### src/rtl/core/mladc_pkg.sv
package mladc_pkg;

    localparam int IDX_W = 4;
    localparam int VAL_W = 32;
    localparam int LIU_W = 5;

    localparam logic [LIU_W-1:0] LIU_RESET = 5'd16;

    localparam logic [1:0] KIND_APPEND = 2'd0;
    localparam logic [1:0] KIND_DUMP   = 2'd1;
    localparam logic [1:0] KIND_CLEAR  = 2'd2;

    localparam logic [1:0] ST_ELEMENT   = 2'd0;
    localparam logic [1:0] ST_EMPTY     = 2'd1;
    localparam logic [1:0] ST_FULL      = 2'd2;
    localparam logic [1:0] ST_BAD_INDEX = 2'd3;

    typedef struct packed {
        logic [1:0]              kind;
        logic [IDX_W-1:0]        list_index;
        logic signed [VAL_W-1:0] value;
    } t_in_item;

    typedef struct packed {
        logic signed [VAL_W-1:0] element;
        logic [1:0]              status;
        logic                    last;
    } t_out_item;

    // Output stage status seen by the sequencer.
    typedef struct packed {
        logic pend_free;   // the read data stage is empty at the next edge
        logic res_ok;      // a status result may be loaded this cycle
    } t_out_stat;

    // Element read issued toward the output stage.
    typedef struct packed {
        logic issue;
        logic last;
    } t_rd_req;

    // Status-only result from the sequencer.
    typedef struct packed {
        logic       load;
        logic [1:0] status;
    } t_result;

endpackage

### src/rtl/core/mladc_ctrl.sv
module mladc_ctrl #(
    parameter int NUM_LISTS  = 16,
    parameter int LIST_DEPTH = 64,
    parameter int ADDR_W     = 10
) (
    input  logic                               i_clk,
    input  logic                               i_rst_n,
    input  logic                               i_in_valid,
    output logic                               o_in_stall,
    input  mladc_pkg::t_in_item                i_in_item,
    input  logic                               i_cfg_we,
    input  logic [mladc_pkg::LIU_W-1:0]        i_cfg_wdata,
    input  mladc_pkg::t_out_stat               i_stat,
    output mladc_pkg::t_rd_req                 o_rd_req,
    output logic [ADDR_W-1:0]                  o_rd_addr,
    output mladc_pkg::t_result                 o_res,
    output logic                               o_wr_en,
    output logic [ADDR_W-1:0]                  o_wr_addr,
    output logic [mladc_pkg::VAL_W-1:0]        o_wr_data
);

    import mladc_pkg::*;

    localparam int LU        = (NUM_LISTS < 16) ? NUM_LISTS : 16;
    localparam int LIDX_W    = (LU > 1) ? $clog2(LU) : 1;
    localparam int LEN_DEPTH = 1 << LIDX_W;
    localparam int LEN_W     = $clog2(LIST_DEPTH + 1);

    localparam logic [LIU_W-1:0]  LU_C    = LIU_W'(LU);
    localparam logic [LEN_W-1:0]  DEPTH_L = LEN_W'(LIST_DEPTH);
    localparam logic [ADDR_W-1:0] DEPTH_A = ADDR_W'(LIST_DEPTH);

    localparam logic [1:0] S_IDLE = 2'd0;
    localparam logic [1:0] S_EXEC = 2'd1;
    localparam logic [1:0] S_DUMP = 2'd2;

    logic [1:0]        r_state, n_state;
    t_in_item          r_item, n_item;
    logic [LIU_W-1:0]  r_liu;
    logic [LEN_W-1:0]  r_len [LEN_DEPTH];
    logic [LEN_W-1:0]  n_len [LEN_DEPTH];
    logic [LEN_W-1:0]  r_pos, n_pos;
    logic [LEN_W-1:0]  r_last_pos, n_last_pos;
    logic [ADDR_W-1:0] r_base, n_base;

    logic [LIDX_W-1:0] idx_l;
    logic [LEN_W-1:0]  cur_len;
    logic              bad;
    logic [ADDR_W-1:0] base;
    logic              dump_last;

    assign idx_l     = r_item.list_index[LIDX_W-1:0];
    assign cur_len   = r_len[idx_l];
    assign bad       = ({1'b0, r_item.list_index} >= r_liu) ||
                       ({1'b0, r_item.list_index} >= LU_C);
    assign base      = ADDR_W'(idx_l) * DEPTH_A;
    assign dump_last = (r_pos == r_last_pos);

    assign o_in_stall = (r_state != S_IDLE);
    assign o_wr_addr  = base + ADDR_W'(cur_len);
    assign o_wr_data  = r_item.value;
    assign o_rd_addr  = r_base + ADDR_W'(r_pos);

    always_comb begin
        n_state       = r_state;
        n_item        = r_item;
        n_len         = r_len;
        n_pos         = r_pos;
        n_last_pos    = r_last_pos;
        n_base        = r_base;
        o_wr_en       = 1'b0;
        o_rd_req      = '0;
        o_res.load    = 1'b0;
        o_res.status  = ST_ELEMENT;

        unique case (r_state)
            S_IDLE: begin
                if (i_in_valid) begin
                    n_item  = i_in_item;
                    n_state = S_EXEC;
                end
            end
            S_EXEC: begin
                if (r_item.kind != KIND_APPEND && r_item.kind != KIND_DUMP &&
                    r_item.kind != KIND_CLEAR) begin
                    n_state = S_IDLE;
                end else if (bad) begin
                    if (i_stat.res_ok) begin
                        o_res.load   = 1'b1;
                        o_res.status = ST_BAD_INDEX;
                        n_state      = S_IDLE;
                    end
                end else begin
                    case (r_item.kind)
                        KIND_APPEND: begin
                            if (cur_len == DEPTH_L) begin
                                if (i_stat.res_ok) begin
                                    o_res.load   = 1'b1;
                                    o_res.status = ST_FULL;
                                    n_state      = S_IDLE;
                                end
                            end else begin
                                o_wr_en      = 1'b1;
                                n_len[idx_l] = cur_len + LEN_W'(1);
                                n_state      = S_IDLE;
                            end
                        end
                        KIND_CLEAR: begin
                            n_len[idx_l] = '0;
                            n_state      = S_IDLE;
                        end
                        KIND_DUMP: begin
                            if (cur_len == '0) begin
                                if (i_stat.res_ok) begin
                                    o_res.load   = 1'b1;
                                    o_res.status = ST_EMPTY;
                                    n_state      = S_IDLE;
                                end
                            end else begin
                                n_pos      = '0;
                                n_last_pos = cur_len - LEN_W'(1);
                                n_base     = base;
                                n_state    = S_DUMP;
                            end
                        end
                        default: begin
                            n_state = S_IDLE;
                        end
                    endcase
                end
            end
            S_DUMP: begin
                // One read per cycle while the read data stage can drain.
                if (i_stat.pend_free) begin
                    o_rd_req.issue = 1'b1;
                    o_rd_req.last  = dump_last;
                    n_pos          = r_pos + LEN_W'(1);
                    if (dump_last) begin
                        n_state = S_IDLE;
                    end
                end
            end
            default: begin
                n_state = S_IDLE;
            end
        endcase
    end

    always_ff @(posedge i_clk) begin
        if (!i_rst_n) begin
            r_state <= S_IDLE;
            r_liu   <= LIU_RESET;
            for (int i = 0; i < LEN_DEPTH; i++) begin
                r_len[i] <= '0;
            end
        end else begin
            r_state <= n_state;
            r_len   <= n_len;
            if (i_cfg_we) begin
                r_liu <= i_cfg_wdata;
            end
        end
    end

    always_ff @(posedge i_clk) begin
        r_item     <= n_item;
        r_pos      <= n_pos;
        r_last_pos <= n_last_pos;
        r_base     <= n_base;
    end

endmodule

### config.mk
export PLATFORM = sky130hd
export DESIGN_NAME = mladc_ctrl
export DESIGN_NICKNAME = d
export VERILOG_FILES = /design/src/rtl/core/mladc_pkg.sv /design/src/rtl/core/mladc_ctrl.sv
export SDC_FILE = /design/constraint.sdc
export NUM_CORES = 1
export LEC_CHECK = 0
export BUFFER_PORTS_ARGS = -buffer_cell sky130_fd_sc_hd__buf_2
export CORE_MARGIN = 2
export CORE_UTILIZATION = 50
export CTS_BUF_LIST = sky130_fd_sc_hd__clkbuf_8 sky130_fd_sc_hd__clkbuf_16
export DETAILED_ROUTE_END_ITERATION = 8
export PLACE_DENSITY = 0.7
export SETUP_SLACK_MARGIN = 0.05
export SYNTH_ARGS = -nofsm -noshare
export SYNTH_HDL_FRONTEND = slang
export SYNTH_SLANG_ARGS = --single-unit
### constraint.sdc
create_clock -name i_clk -period 6.6 [get_ports i_clk]
set_input_delay 1.98 -clock i_clk [delete_from_list [all_inputs] [get_ports i_clk]]
set_output_delay 1.98 -clock i_clk [all_outputs]
set_load 0.02 [all_outputs]
# Word-level counts from Yosys, hierarchy flattened
# Cells that the tools add are included.
# word_totals
regBits	175
out_inout_bits	59
elab_cells	109
# op_classes
n_addsub	5
n_lt_le_gt_ge	3
n_eq_ne	16
mux	40
bitwise	6
reduce_logical	15
# ops
operator	n
112-bit case mux with 2 select lines	1
112-bit AND	1
112-bit bitwise mux	1
112-bit two-way mux	1
112-bit NOT	1
7-bit two-way mux	8
7-bit binary-select mux with 4-bit select	1
7-bit demux with 4-bit select	1
3-bit two-way mux	8
10-bit by 7-bit adder with 10-bit output	2
2-bit two-way mux	10
2-bit != test (second input constant)	9
7-bit by 1-bit adder with 7-bit output (second input constant)	2
7-bit case mux with 2 select lines	1
5-bit AND reduction	2
2-bit nonzero test	4
7-bit equality test	1
7-bit equality test (second input constant)	1
7-bit zero test	1
7-bit by 1-bit subtractor with 7-bit output (second input constant)	1
2-bit case mux with 3 select lines	1
3-bit case mux with 2 select lines	1
6-bit AND reduction	1
4-bit by 5-bit greater-or-equal comparator with 1-bit output	1
13 further kinds	24

# Logic depth before layout (Yosys ltp)
# Gate-level depths: netlist of run 1.
# logic_depth
word_depth	10
mapped_depth	16
depth_no_buf	11

# Worst setup path after synthesis of run 1
# No wires, ideal clock.
# synth_timing
path_kind	reg2out
start	reg r_item (netlist bit idx_l[1])
end	out o_res[1] in the netlist's numbering
t_arrival_ps	3558
setup_slack_ps	1062
stages_incl_launch_ff	15
n_path_buf	4
path_cell_list	edfxtp_1 -> buf_6 -> buf_2 -> buf_2 -> mux4_2 -> a22oi_1 -> and3_1 -> ha_1 -> inv_1 -> a311o_1 -> a2111o_1 -> nor3b_4 -> buf_6 -> a21o_1 -> and3_1
# synth_rtl
element	line	source
from (decl)	mladc_ctrl.sv:38	t_in_item r_item, n_item;
from (signal assigned)	mladc_ctrl.sv:166	r_item <= n_item;
to (decl)	mladc_ctrl.sv:16	output mladc_pkg::t_result o_res,

==> impl_table.tex, run 1 <==
\begin{tabular}{lr}
\hline
Metric & Value \\
\hline
\multicolumn{2}{l}{\textbf{Setup path}} \\
Crit Path Class & reg -> out \\
Required @ worst endpoint & 4620 ps \\
Critical-path top delay cell & edfxtp\_1 \\
Worst setup path end & o\_res[2] \\
Crit path cell chain & buf\_4 > mux4\_2 > nand2\_1 > and4\_1 > ha\_1 > inv\_1 > a311o\_1 > a2111o\_1 > o32ai\_1 > and3\_1 > buf\_2 \\
Crit path from & idx\_l[0] \\
Highest cell delay on the worst timing path & just over 700 ps \\
Total number of cells along the worst setup path & 11 \\
Sort of element at the end of the critical path & output port \\
Worst R2R Path Depth & 13 \\
Worst EP arrival & between 4000 and 5000 ps \\
Crit Reg-Reg Endpoint & r\_len[96] \\
Maximum fanout count along the critical path & 11 \\
CP startpoint kind & flop \\
Top delay family on crit path & compound AO/OA/AOI/OAI gates \\
Buf/Inv on CP & 3 \\
Worst reg-to-reg setup slack & around 2200 ps \\
Reg-to-reg startpoint & idx\_l[0] \\
\multicolumn{2}{l}{\textbf{Min path}} \\
HP Class & reg -> reg \\
\multicolumn{2}{l}{\textbf{Cells and area}} \\
Number of nets at the end of the flow & about 930 \\
Most frequent standard cell in the layout excluding fill and tap cells & dfxtp\_1 \\
Share of post-route cells with drive strength above 1 & between 20\% and 30\% \\
Most used cells in the layout excluding fill and tap cells & dfxtp\_1, buf\_2, a21oi\_1 \\
Fill count & around 1400 \\
Area growth syn-to-layout & 9.71\% \\
Number of antenna repair diodes & 0 \\
Utilization after layout & a little under three fifths \\
\multicolumn{2}{l}{\textbf{Die}} \\
Initial Utilization & approximately half \\
Total Die Area & 0.0180 mm² \\
Boundary pin count & about 110 \\
Die extent in x & roughly 130 µm \\
Die boundary height & 134 µm \\
Number of placement rows & 47 \\
Placeable Area & between 0.015 and 0.02 mm² \\
\multicolumn{2}{l}{\textbf{Clock network}} \\
Clock-pin slew on the worst setup and hold paths & around 70 ps \\
Number of H-tree levels & 4 \\
Worst skew pair latency & between 400 and 500 ps \\
Number of buffers inserted during clock tree synthesis & 17 \\
Post-cts resize count & 0 \\
Post-cts hold buffer count & 0 \\
Number of clock sinks & roughly 180 \\
Post-CTS Setup Repair Bufs & 0 \\
Clock tree from TritonCTS & yes \\
Deepest clock path buffer count & 2 \\
Clock root buffer & clkbuf\_16 \\
\multicolumn{2}{l}{\textbf{Routing}} \\
Iteration-0 DRC Markers & around 470 \\
Vias post-DR & around 6300 \\
Number of design rule violations left after detail routing & 0 \\
Total wire length after detailed routing & 20400 µm \\
Antenna viol nets, final & 0 \\
Average wire per standard cell & about 19 µm \\
Total iterations of the first detailed-routing run & 5 \\
Detailed-route vias per instance & 5.75 \\
\multicolumn{2}{l}{\textbf{Global route}} \\
Number of antenna violations at the first check in global routing & 0 \\
Pin count of the biggest net entering global routing & 78 \\
Via count of the first global-routing pass & slightly below 6000 \\
Total congestion overflow after global routing & 0 \\
Global-route wire length before repair & 32000 µm \\
Combined global-route utilization of all metal layers & 22.8\% \\
\multicolumn{2}{l}{\textbf{Power and ir drop}} \\
Leakage component of the power & 0.00329 µW \\
Power per cell area & 242 mW/mm² \\
Max IR drop VDD & roughly 160 µV \\
\multicolumn{2}{l}{\textbf{Timing}} \\
Count of final max-slew check failures & 0 \\
Minimum clock period & around 6300 ps \\
Setup Skew & 11.8 ps \\
Fmax & $\sim$160 MHz \\
Ratio of final minimum period to clock period & a little over nine tenths \\
Worst Slack Setup Final & about 320 ps \\
Final hold vios & 0 \\
Slew of the pin with the lowest slew margin & around 1200 ps \\
Worst-case headroom to the max-slew limit & 16.8\% \\
Hold\_ws & 452 ps \\
Setup violations, final & 0 \\
Unrepaired setup endpoints after global routing & no \\
Summed negative setup slack over all endpoints & 0 ps \\
\multicolumn{2}{l}{\textbf{Place}} \\
Dpl hpwl & between 10000 and 15000 µm \\
Setup Slack @ Placement & about 770 ps \\
Gp weighted congestion & between 0.8 and 0.9 \\
Count of port buffers added during placement & about 110 \\
\multicolumn{2}{l}{\textbf{Logic synthesis}} \\
Number of flops mapped to enable cells by yosys & 56 \\
Total standard cell area after synthesis & about 0.0085 mm² \\
Seq/Total Area, Yosys & around 48\% \\
Ys flop type & dfxtp\_1 \\
Net count after synthesis & between 800 and 900 \\
Number of cells produced by synthesis & slightly above 800 \\
Post-Synthesis Mean Instance Area & between 10 and 15 µm² \\
Yosys synthesis warning count & 0 \\
Distinct cells, synth & 51 \\
Async set-reset flop share out of synthesis & 0\% \\
Number of storage elements in the synthesis netlist & roughly 180 \\
\multicolumn{2}{l}{\textbf{Status}} \\
Outcome & finished clean \\
\multicolumn{2}{l}{\textbf{Job}} \\
Number of max-cap violations & 0 \\
\hline
\end{tabular}
final cells by class:
cell class	instances	area, µm²	area share [%]
Sequential cell	175	4060	43.8
Multi-Input combinational cell	538	3720	40.0
Timing Repair Buffer	120	633	6.82
Clock buffer	17	425	4.58
Tap cell	220	275	2.96
Clock inverter	15	119	1.28
Inverter	13	50.0	0.539
worst register-to-register path: cells and delay by family, from the launching register on:
family,cells,cell delay [ps]
adder cells (fa/ha/maj),1,200
flip-flops,1,710
buffers and inverters,3,770
multiplexers,1,540
AND/OR/NAND/NOR,5,1090
AO/OA/AOI/OAI,3,1020
sequential cells by signal (all words and copies together) (netlist names):
| signal | cells |
|---|---|
| r_state | 2 |
| r_last_pos | 7 |
| idx_l | 4 |
| o_wr_data | 32 |
| r_pos | 7 |
| r_item | 2 |
| r_base | 4 |
| r_len | 112 |
| r_liu | 5 |
report_power, final:
group          switching [µW]  internal (µW)
logic                     109           53.1
registers                13.0           1130
clock network             424            517
synthesized netlist by cell type (13+ instances only):
cell      number  area [µm²]
dfxtp_1      119        2380
a21oi_1       90         450
nand2_1       86         323
o21ai_0       61         305
edfxtp_1      56        1680
nand2b_1      48         300
nor2_1        43         161
buf_4         39         293
clkbuf_1      35         131
mux2i_1       30         300
mux4_2        27         608
o21ai_1       18        90.1
xnor2_1       17         149
nor4_2        16         200
buf_6         14         158
inv_1         13        48.8
nand3_1       13        65.1
stage by stage:
step | cell area, µm² | power (µW) | instances
6_report | 9290 | 2250 | 1098
5_1_grt | 9290 | 2320 | 1098
4_1_cts | 9290 | 2260 | 1098
3_5_place_dp | 8740 | 1330 | 1066
3_3_place_gp | 8740 | 1330 | 1066
2_1_floorplan | 8460 | 1290 | 827
worst min-delay path by stage:
| stage | startpoint | to | depth (start not counted) |
|---|---|---|---|
| after floorplan | r_len[108] | r_len[108] | 2 |
| after global placement | r_len[66] | r_len[66] | 2 |
| after detailed placement | r_len[11] | r_len[11] | 2 |
| after CTS | r_len[67] | r_len[67] | 2 |
| after global routing | r_len[79] | r_len[79] | 2 |
| final | r_len[68] | r_len[68] | 2 |
layer usage:
metal	share of wire (%)	up-vias	GRT usage, %
li1	-	2971	-
met1	45	3093	31.9
met2	47	227	35.4
met3	6.2	27	4.57
met4	2.0	0	8.36
met5	0	-	0
cell families (layout without fill, tap and decap cells):
kind of cell	Yosys count	after routing	share of synthesized area (%)
DFF	175	175	48.0
xor gates and xnor gates	23	23	2.38
muxes	57	57	10.7
and+or+nand+nor	252	252	16.4
adders and majority gates	11	11	1.63
AOI/OAI and AO/OA	195	195	12.6
buffers and inverters	114	165	8.21
Power figures use the tool's default switching activity.
==> run 2: changes to the inputs <==
RECOVER_POWER = 100   (was unset)
==> run 2 against run 1 <==
Against the previous run:
- highest routed layer unchanged
- worst setup slack hardly changed
- critical path depth up 1
- die area stayed put
- count of clock-buffer cells in the layout stayed put
- sequential cell count stayed put
- via count is 2.0% lower
- sequential power about the same
- global-route usage unchanged
- first-iteration DRC count is 1.5% higher
- the flow now finishes with violations (max-capacitance violations, max-slew violations)
- worst hold slack about the same
- largest power group unchanged
==> impl_table.tex, run 2 (same netlist as run 1, synthesis figures left out) <==
\begin{tabular}{lr}
\hline
Metric & Value \\
\hline
\multicolumn{2}{l}{\textbf{Cells and area}} \\
Share of post-route cells with drive strength above 1 & between 10\% and 20\% \\
Number of flip-flops in the largest register & 112 \\
Multi-input logic area & 0.00360 mm² \\
Post-route non-filler standard cell count & 1099 \\
Area growth syn-to-layout & 7.39\% \\
Register ranked first by flip-flop count & r\_len \\
Utilization after layout & approximately 55\% \\
Flip-flop and latch area & 0.00406 mm² \\
Number of nets at the end of the flow & just over 900 \\
Most frequent standard cell in the layout excluding fill and tap cells & dfxtp\_1 \\
Fill count & 1486 \\
Most used cells in the layout excluding fill and tap cells & dfxtp\_1, a21oi\_1, nand2\_1 \\
\multicolumn{2}{l}{\textbf{Clock network}} \\
Deepest clock path buffer count & 2 \\
Post-cts resize count & 0 \\
Clock-pin slew on the worst setup and hold paths & approximately 60 ps \\
Clock root buffer & clkbuf\_16 \\
Number of H-tree levels & 4 \\
Worst skew pair latency & 430 ps \\
Post-CTS Setup Repair Bufs & 0 \\
Post-cts hold buffer count & 0 \\
Number of clock sinks & between 150 and 200 \\
Number of buffers inserted during clock tree synthesis & 17 \\
Clock tree from TritonCTS & yes \\
\multicolumn{2}{l}{\textbf{Place}} \\
Cells after DPL & 1066 \\
Count of port buffers added during placement & approximately 110 \\
Gp weighted congestion & between 0.8 and 0.9 \\
Setup Slack @ Placement & between 700 and 800 ps \\
Dpl hpwl & about 13000 µm \\
\multicolumn{2}{l}{\textbf{Setup path}} \\
Critical-path top delay cell & edfxtp\_1 \\
Buf/Inv on CP & 3 \\
Top delay family on crit path & compound AO/OA/AOI/OAI gates \\
Worst reg-to-reg setup slack & 1220 ps \\
Worst EP arrival & between 4000 and 5000 ps \\
Crit path cell chain & buf\_4 > mux4\_2 > nand2\_1 > and4\_1 > ha\_1 > inv\_1 > a311o\_1 > a2111o\_1 > nor3b\_1 > a21o\_1 > and3\_1 > clkbuf\_2 \\
Maximum fanout count along the critical path & 11 \\
Required @ worst endpoint & approximately 4600 ps \\
CP startpoint kind & flop \\
Highest cell delay on the worst timing path & $\sim$700 ps \\
Sort of element at the end of the critical path & output port \\
Crit Path Class & reg -> out \\
\multicolumn{2}{l}{\textbf{Die}} \\
Total Die Area & between 0.015 and 0.02 mm² \\
Placeable Area & roughly 0.017 mm² \\
Number of placement rows & 47 \\
Die boundary height & roughly 130 µm \\
Initial Utilization & a little over 50\% \\
Boundary pin count & about 110 \\
Die extent in x & 134 µm \\
\multicolumn{2}{l}{\textbf{Global route}} \\
Total congestion overflow after global routing & 0 \\
Global-route wire length before repair & roughly 32000 µm \\
Number of antenna violations at the first check in global routing & 1 \\
Pin count of the biggest net entering global routing & a little under 80 \\
Combined global-route utilization of all metal layers & a little under a quarter \\
Via count of the first global-routing pass & between 5000 and 6000 \\
\multicolumn{2}{l}{\textbf{Timing}} \\
Ratio of final minimum period to clock period & 95.2\% \\
Worst Slack Setup Final & between 300 and 400 ps \\
Slew of the pin with the lowest slew margin & approximately 3200 ps \\
Setup violations, final & 0 \\
Setup Skew & 12.5 ps \\
Unrepaired setup endpoints after global routing & no \\
Hold\_ws & $\sim$450 ps \\
Count of final max-slew check failures & 221 \\
Summed negative setup slack over all endpoints & 0 ps \\
Minimum clock period & 6280 ps \\
Worst-case headroom to the max-slew limit & -111\% \\
Fmax & between 150 and 200 MHz \\
Final hold vios & 0 \\
\multicolumn{2}{l}{\textbf{Routing}} \\
Total iterations of the first detailed-routing run & 5 \\
Detailed-route vias per instance & between 5 and 6 \\
Antenna viol nets, final & 0 \\
Iteration-0 DRC Markers & roughly 480 \\
Number of design rule violations left after detail routing & 0 \\
Total wire length after detailed routing & 20400 µm \\
Average wire per standard cell & between 15 and 20 µm \\
Vias post-DR & 6191 \\
\multicolumn{2}{l}{\textbf{Power and ir drop}} \\
Sequential group share of total power & approximately half \\
Design internal power & $\sim$1700 µW \\
Max IR drop VDD & around 160 µV \\
Combinational group share of total power & about 6.8\% \\
Share of total power consumed by net switching & between 20 and 25\% \\
P\_sw & about 540 µW \\
Power per cell area & approximately 250 mW/mm² \\
Leakage component of the power & 0.00307 µW \\
Clock network fraction of design power & a little over two fifths \\
\multicolumn{2}{l}{\textbf{Min path}} \\
HP Class & reg -> reg \\
\multicolumn{2}{l}{\textbf{Status}} \\
Failing checks & max-capacitance violations, max-slew violations \\
Outcome & complete, but fails checks \\
\multicolumn{2}{l}{\textbf{Job}} \\
Number of max-cap violations & 10 \\
\hline
\end{tabular}
[run 2: cell count changes in the layout (fill, tap and decap cells not counted), sizes merged]
cell	before	now
buf	120	57
clkbuf	17	80
clkinvlp	2	3
clkinv	6	5
diode	0	1
[run 2: area by class of cell]
cell class,count,share of cell area (%)
antenna,1,0.0275
clock buffer,17,4.68
multi-input combinational,538,39.6
inverter,13,0.551
timing repair buffer,120,6.06
sequential,175,44.7
clock inverter,15,1.31
tap,220,3.03
[run 2: per-stage QoR]
stage / power (µW) / cell area [µm²]
3_5_place_dp: 1330 / 8740
3_3_place_gp: 1330 / 8740
2_1_floorplan: 1290 / 8460
4_1_cts: 2260 / 9290
6_report: 2240 / 9090
5_1_grt: 2310 / 9090
[run 2: path summary, 6_finish.rpt]
| check | from | to | cells after the start |
|---|---|---|---|
| max reg2reg | idx_l[0] | r_len[17] | 13 |
| min | r_len[95] | r_len[95] | 2 |
| min reg2reg | r_len[95] | r_len[95] | 2 |
| max | idx_l[0] | o_res[1] | 12 |
[run 2: tightest hold or removal path: stages, from the launching register on]
cell and delay [ps]:
dfxtp_1 310, nand2_1 50, a21oi_1 50
[run 2: metal layers]
metal  vias to the layer above  GRT usage (%)  part of all wire [%]
met5                         -              0                     0
met4                         0           8.36                   2.5
met3                        33           4.57                   6.0
met2                       206           35.4                    46
met1                      2986           31.9                    46
li1                       2966              -                     -
[run 2: power by group through the flow]
| stage | sequential, µW | combinational [µW] | clock [µW] |
|---|---|---|---|
| 2_1_floorplan | 1160 | 127 | 0 |
| 3_3_place_gp | 1170 | 158 | 0 |
| 3_5_place_dp | 1170 | 160 | 0 |
| 4_1_cts | 1150 | 161 | 956 |
| 5_1_grt | 1150 | 165 | 1000 |
| 6_report | 1150 | 154 | 942 |
